**src/sv/cubic_polynomial_coord_warp_assert.svh**
```systemverilog
// Assertion macros shared by the coordinate warp modules.
`ifndef CUBIC_POLYNOMIAL_COORD_WARP_ASSERT_SVH
`define CUBIC_POLYNOMIAL_COORD_WARP_ASSERT_SVH

`ifndef SYNTH
`define CPW_ASSERT_IMP(label, ante, cons, msg) \
  label: assert property (@(posedge clk) disable iff (rst) (ante) |-> (cons)) else $error(msg);
`define CPW_ASSERT_NXT(label, ante, cons, msg) \
  label: assert property (@(posedge clk) disable iff (rst) (ante) |=> (cons)) else $error(msg);
`else
`define CPW_ASSERT_IMP(label, ante, cons, msg)
`define CPW_ASSERT_NXT(label, ante, cons, msg)
`endif

`endif

```
**src/sv/cpw_pkg.sv**
```systemverilog
// Shared types, constants and term tables of the cubic coordinate warp.
package cpw_pkg;

  localparam int COEF_W          = 64;
  localparam int COORD_W         = 32;
  localparam int COEF_FRAC_BITS  = 47;
  localparam int LIMB_W          = 32;
  localparam int MUL_LAT         = 3;
  localparam int SET_COUNT       = 2;
  localparam int TERMS_PER_SET   = 20;
  localparam int TERMS_PER_COORD = TERMS_PER_SET / 2;
  localparam int SLOT_COUNT      = TERMS_PER_SET * SET_COUNT;
  localparam int IDX_W           = 6;
  localparam int LANE_W          = $clog2(TERMS_PER_SET);
  localparam int TERM_MAX_W      = 3 * COORD_W;

  localparam int DEF_COORD_FRAC_BITS = 12;
  localparam int DEF_QUEUE_DEPTH     = 4;

  localparam logic ACT_LOAD = 1'b0;
  localparam logic ACT_MAP  = 1'b1;

  localparam logic signed [COORD_W-1:0] SAT_MAX = 32'sh7FFF_FFFF;
  localparam logic signed [COORD_W-1:0] SAT_MIN = 32'sh8000_0000;

  typedef enum logic {
    KIND_LOAD,
    KIND_MAP
  } kind_t;

  typedef struct packed {
    kind_t                      kind;
    logic [LANE_W-1:0]          lane;
    logic                       coef_set;
    logic [COEF_W-1:0]          value;
    logic signed [COORD_W-1:0]  x;
    logic signed [COORD_W-1:0]  y;
    logic                       dir;
  } item_t;

  // Number of coordinate fraction steps a term's product is shifted up by.
  function automatic int term_order(input int k);
    int ord;
    if (k == 0) begin
      ord = 3;
    end else if (k <= 2) begin
      ord = 2;
    end else if (k <= 5) begin
      ord = 1;
    end else begin
      ord = 0;
    end
    return ord;
  endfunction

  function automatic int term_width(input int k);
    int w;
    w = (3 - term_order(k)) * COORD_W;
    return w;
  endfunction

endpackage

```
**src/sv/cpw_front.sv**
```systemverilog
// Front end: accepts transactions, drops out-of-range loads and queues the rest.
`include "cubic_polynomial_coord_warp_assert.svh"

module cpw_front #(
  parameter int QUEUE_DEPTH = 4
) (
  input  logic                         clk,
  input  logic                         rst,
  input  logic                         in_valid,
  output logic                         in_ready,
  input  logic                         action,
  input  logic [5:0]                   coef_index,
  input  logic signed [63:0]           coef_value,
  input  logic signed [31:0]           point_x,
  input  logic signed [31:0]           point_y,
  input  logic                         direction,
  output cpw_pkg::item_t               head,
  output logic                         head_valid,
  input  logic                         pop
);
  import cpw_pkg::*;

  localparam int PtrW = $clog2(QUEUE_DEPTH);
  localparam int CntW = $clog2(QUEUE_DEPTH + 1);

  item_t           entry;
  item_t           mem [QUEUE_DEPTH];
  logic [PtrW-1:0] wr_ptr;
  logic [PtrW-1:0] rd_ptr;
  logic [CntW-1:0] count;
  logic            keep;
  logic            push;

  always_comb begin
    entry.kind     = (action == ACT_MAP) ? KIND_MAP : KIND_LOAD;
    entry.value    = coef_value;
    entry.x        = point_x;
    entry.y        = point_y;
    entry.dir      = direction;
    if (coef_index >= IDX_W'(TERMS_PER_SET)) begin
      entry.coef_set = 1'b1;
      entry.lane     = LANE_W'(coef_index - IDX_W'(TERMS_PER_SET));
    end else begin
      entry.coef_set = 1'b0;
      entry.lane     = LANE_W'(coef_index);
    end
  end

  // Drop loads aimed beyond the last slot: they are accepted but never queued.
  assign keep       = (action == ACT_MAP) || (coef_index < IDX_W'(SLOT_COUNT));
  assign in_ready   = (count != CntW'(QUEUE_DEPTH));
  assign push       = in_valid && in_ready && keep;
  assign head_valid = (count != '0);
  assign head       = mem[rd_ptr];

  always_ff @(posedge clk) begin
    if (push) begin
      mem[wr_ptr] <= entry;
    end
  end

  always_ff @(posedge clk) begin
    if (rst) begin
      wr_ptr <= '0;
      rd_ptr <= '0;
      count  <= '0;
    end else begin
      if (push) begin
        wr_ptr <= (wr_ptr == PtrW'(QUEUE_DEPTH - 1)) ? '0 : wr_ptr + 1'b1;
      end
      if (pop) begin
        rd_ptr <= (rd_ptr == PtrW'(QUEUE_DEPTH - 1)) ? '0 : rd_ptr + 1'b1;
      end
      unique case ({push, pop})
        2'b10:   count <= count + 1'b1;
        2'b01:   count <= count - 1'b1;
        default: count <= count;
      endcase
    end
  end

  `CPW_ASSERT_IMP(a_pop_not_empty, pop, count != '0, "pop from empty queue")
  `CPW_ASSERT_NXT(a_push_counts, push && !pop, count == $past(count) + 1'b1, "lost push")

endmodule

```
**config.mk**
```make
export PLATFORM = sky130hd
export DESIGN_NAME = cpw_front
export DESIGN_NICKNAME = d
export VERILOG_FILES = /design/src/sv/cpw_pkg.sv /design/src/sv/cpw_front.sv
export VERILOG_INCLUDE_DIRS = /design/src /design/src/sv
export SDC_FILE = /design/constraint.sdc
export NUM_CORES = 1
export LEC_CHECK = 0
export ABC_AREA = 0
export BUFFER_PORTS_ARGS = -buffer_cell sky130_fd_sc_hd__buf_2
export CAP_MARGIN = 20
export CORE_UTILIZATION = 45
export CTS_BUF_LIST = sky130_fd_sc_hd__clkbuf_16
export CTS_CLUSTER_SIZE = 10
export DETAILED_ROUTE_END_ITERATION = 10
export MAX_ROUTING_LAYER = met4
export PLACE_DENSITY = 0.72
export SYNTH_ARGS = -nofsm -noshare
export SYNTH_HDL_FRONTEND = slang
export SYNTH_SLANG_ARGS = --single-unit
```
**constraint.sdc**
```tcl
create_clock -name clk -period 5 [get_ports clk]
set_input_delay 1 -clock clk [delete_from_list [all_inputs] [get_ports clk]]
set_output_delay 1 -clock clk [all_outputs]
set_load 0.03 [all_outputs]
```
# Word-level counts from Yosys, hierarchy flattened
# Memory sizes are Yosys's and may differ from the RTL's. A register that Yosys moved wholly into a read port is not among the register bits.
# Cells that the tools add are included.
dict set report totals {
  ff_bits 7
  mem_bits_rw 544
  elab_cells 30
  mem_count 1
}
# name depth word_bits rd rd_clocked_by_memory_dff write_ports line
set memory_table {}
lappend memory_table {mem 4 136 1 1 1 cpw_front.sv:27} ;# item_t mem [QUEUE_DEPTH];
dict set report classes {
  add_sub_neg 5
  magnitude_cmp 2
  n_eq_ne 5
  n_mux 9
  reduce_logical 5
}
# operator n
set ops {}
lappend ops {{two-way mux 2 bit} 4}
lappend ops {{equality test 2 bit (second input constant)} 3}
lappend ops {{>= comparator 6 x 5 -> 1 bit (second input constant)} 1}
lappend ops {{less-than comparator 6 bit (second input constant)} 1}
lappend ops {{two-way mux 6 bit} 1}
lappend ops {{case mux 3 bit (2 select lines)} 1}
lappend ops {{subtractor 5 bit (second input constant)} 1}
lappend ops {{adder 2 x 1 -> 2 bit (second input constant)} 2}
lappend ops {{adder 3 x 1 -> 3 bit (second input constant)} 1}
lappend ops {{two-way mux 1 bit} 3}
lappend ops {{!= test 3 bit (second input constant)} 1}
lappend ops {{nonzero test 3 bit} 1}
lappend ops {{subtractor 3 x 1 -> 3 bit (second input constant)} 1}
lappend ops {{equality test 2 x 1 -> 1 bit (second input constant)} 1}
lappend ops {{logical AND 1 bit} 2}
lappend ops {{nonzero test 2 bit} 1}
lappend ops {{logical OR 1 bit} 1}

# Longest topological paths before layout
dict set report depth {
  ltp_word 5
  depth_mapped 9
  mapped_depth_nobuf 9
}

# Worst setup path before layout
# OpenSTA, ideal clock, no wires.
dict set report synth_path {
  kind {input port to flip-flop}
  startpoint {input coef_index[4]}
  endpoint {memory mem[0][0] (netlist name) (enable)}
  arrival_time_ns 4.470
  required_time_ns 4.488
  setup_slack_ns 0.018
  stages 3
  n_path_buf 0
  cell_sequence {nor2_1 > o311a_2 > and2_1}
}
dict set report synth_via {
  elab_chain_cells 5
}
# element line
set synth_lines {}
lappend synth_lines {{start: declaration} cpw_front.sv:12} ;# input logic [5:0] coef_index,
lappend synth_lines {{less-than comparator 6 bit} cpw_front.sv:50} ;# assign keep = (action == ACT_MAP) || (coef_index < IDX_W'(SLOT_COUNT));
lappend synth_lines {{logical OR 1 bit} cpw_front.sv:50}
lappend synth_lines {{logical AND 1 bit} cpw_front.sv:52} ;# assign push = in_valid && in_ready && keep;
lappend synth_lines {{two-way mux 1 bit} cpw_front.sv:57} ;# if (push) begin
lappend synth_lines {{two-way mux 1 bit (implied by the code)} cpw_front.sv:58} ;# mem[wr_ptr] <= entry;
lappend synth_lines {{end: declaration} cpw_front.sv:27}
# No other way between the ends.

==> reports/qor.yml <==
global_routing:
  grt_max_degree: 79
  antenna_found_initial: 9
  grt_pass1_vias: 9969
  overflow: 0
  grt_use_total_pct: 17.9
  grt_pass1_wl_um: 57600
synth:
  syn_avg_cell_area_sq_um: 26.0
  ys_ff_latch: 553
  syn_inst: 777
  synth_nets: 926
  yosysSeqAreaShare_pct: 81.9
  synth_cell_types: 26
  netlist_area_sq_um: 20200
  yosysWarnings: 0
layout:
  final_common_cell: "edfxtp_1"
  area_delta_synth_final_pct: 20.1
  layout-drive-gt1-share_pct: 45.4
  fin_util_pct: 54.8
  nets: 1255
  fill_cells: 3293
  layout_common_cells: "edfxtp_1, buf_2, mux4_2"
setup_path:
  crit_arrival_ns: 2.71
  crit_buf_inv: 2
  start_kind: "flop"
  critPathTopFamily: "flip-flops"
  path_cells: "buf_4, mux4_2, buf_2"
  slowest_stage: "dfxtp_4"
  cp_num_cells: 3
  worst_setup_path_end_kind: "primary output"
  cp_data_required_time_ns: 4.00
  slowest_delay_ns: 0.95
  critPathMaxFanout: 38
  rr_worst_depth: 4
  worstSetupPathType: "reg -> out"
route:
  met1_length_um: 14800
  route.detailed.drc: 0
  routed-wl-met3_um: 3320
  drt_iter0_drc: 596
  via_per_inst: 5.28
  vias: 9116
  dr.pass1.iters: 4
  dr_wl_met2_um: 19600
  wl_per_cell_um: 22.3
  routed.top_layer: "met4"
  ant_nets: 0
  drt_wl_total_um: 38400
placed_design:
  gp_congestion: 0.715
  hpwl_um: 22900
  numPortBuffers: 277
floorplan:
  die-width_um: 214
  die_h_um: 214
  dieArea_sq_um: 45700
  start_util_pct: 45.6
  coreArea_sq_um: 44200
  pin_count: 278
  row_count: 77
clocking:
  cts_root_buffer: "clkbuf_16"
  cts_tree: "built"
  clk_latency_ns: 0.58
  hold_buffers: 0
  clockBufferDepth: 3
  numCtsBuffers: 66
  post-cts-setup-buffer-count: 0
  clkTransAtPathRegs_ns: 0.05
  cts.sinks: 553
  post_cts_resized: 0
  h-tree-depth: 3
job:
  cap_violations: 0
sta:
  fin_crit_ns: 3.71
  timing.fmax_mhz: 269
  slew_headroom_pct: 36.5
  rsz0062_at_grt: "false"
  skew_ns: 0.0132
  fin_setup_tns_ns: 0
  worstMarginPinSlew_ns: 0.953
  setup_viol: 0
  hold_violations: 0
  timing.final.crit_share_pct: 74.3
  slew_violations: 0
power:
  cellLeakagePower_uw: 0.00816
  p_comb_share_pct: 11.7
  total_power_uw: 10900
  p_seq_share_pct: 50.3
  clock_power_share_pct: 38.0
  p_sw_share_pct: 23.5
  peakVddDrop_uv: 322
  internal-power_uw: 8350
  power_switching_uw: 2560
  p_per_area_nw_per_um2: 450
run_status:
  status: "finished, final reports clean"
hold_path:
  whs_path_depth: 2
  hold_path.class: "reg -> reg"
[stage by stage]
step                worst slack [ns]  hold WS (ns)  std cells  cell area [sq um]
global placement                1.78         0.480       1630              22400
CTS                             1.15         0.517       1718              24200
global route                    1.02         0.557       1727              24200
floorplan                     0.0176         0.462        777              20200
finish                          1.29         0.518       1727              24200
detailed placement              1.78         0.509       1630              22400
[worst register-to-register path, stage by stage (launching register included)]
cell	delay, ns
dfxtp_1	0.33
or3b_4	0.24
o311a_2	0.28
and2_4	0.68
buf_12	0.38
[Yosys cell counts (all sizes together)]
master / number / area (sq um)
nor3b: 1 / 7.51
xor2: 2 / 17.5
a21oi: 3 / 15.0
nand2b: 4 / 25.0
buf: 24 / 165
xnor2: 1 / 8.76
mux2: 1 / 15.0
fa: 1 / 20.0
inv: 12 / 45.0
nand2: 2 / 7.51
dfxtp: 9 / 180
mux2i: 3 / 30.0
o311a: 2 / 21.3
clkbuf: 7 / 26.3
or3b: 1 / 11.3
nor3: 1 / 5.00
edfxtp: 544 / 16300
o21ai: 1 / 5.00
mux4: 136 / 3060
or3: 3 / 18.8
nor2: 7 / 26.3
and2: 4 / 25.0
ha: 8 / 100
[power by group through the flow]
stage	Clock (uW)	Combinational, uW	Sequential [uW]
after floorplan	0	887	5570
final	4140	1280	5490
after global placement	0	1290	5560
after detailed placement	0	1300	5580
after global routing	4420	1380	5510
after CTS	4250	1310	5490
[sequential cells by signal, indices dropped and copies added, names as in the netlist, named ones only]
signal	cells
mem	544
count	3
rd_ptr	2
wr_ptr	2
[cell families (layout without fill, tap and decap cells)]
| logic type | count (synthesis) | after routing | synth area share (%) |
|---|---|---|---|
| mux | 140 | 140 | 15.4 |
| buf+inv | 43 | 392 | 1.17 |
| compound gates | 6 | 6 | 0.205 |
| fa+ha+maj | 9 | 9 | 0.595 |
| xor+xnor | 3 | 3 | 0.130 |
| other cells | 0 | 9 | 0 |
| simple gates | 23 | 23 | 0.626 |
| flops | 553 | 553 | 81.9 |
[path summary, 6_finish.rpt]
check	start	slack [ns]	end
worst max-delay path	flop	1.29	head[31]
worst min-delay path	wr_ptr[1]$_SDFFE_PP0P_	0.52	wr_ptr[1]$_SDFFE_PP0P_
worst max register to register	count[2]$_SDFFE_PP0P_	2.58	mem[2][70]$_DFFE_PP_
worst min register to register	wr_ptr[1]$_SDFFE_PP0P_	0.52	wr_ptr[1]$_SDFFE_PP0P_
[routing by layer]
layer | track usage (%) | vias to the layer above
li1 | - | 3985
met1 | 20.6 | 4766
met2 | 28.6 | 303
met3 | 6.96 | 62
met5 | - | -
met4 | 6.18 | 0
[cell type report]
cell class | count | area, sq um | area share [%]
tap | 592 | 741 | 3.06
multi-input combinational | 181 | 3430 | 14.2
clock buffer | 71 | 1780 | 7.33
clock inverter | 17 | 75.1 | 0.310
antenna | 9 | 22.5 | 0.0930
sequential | 553 | 16500 | 68.2
timing repair buffer | 292 | 1610 | 6.65
inverter | 12 | 45.0 | 0.186
Power figures use the tool's default switching activity.
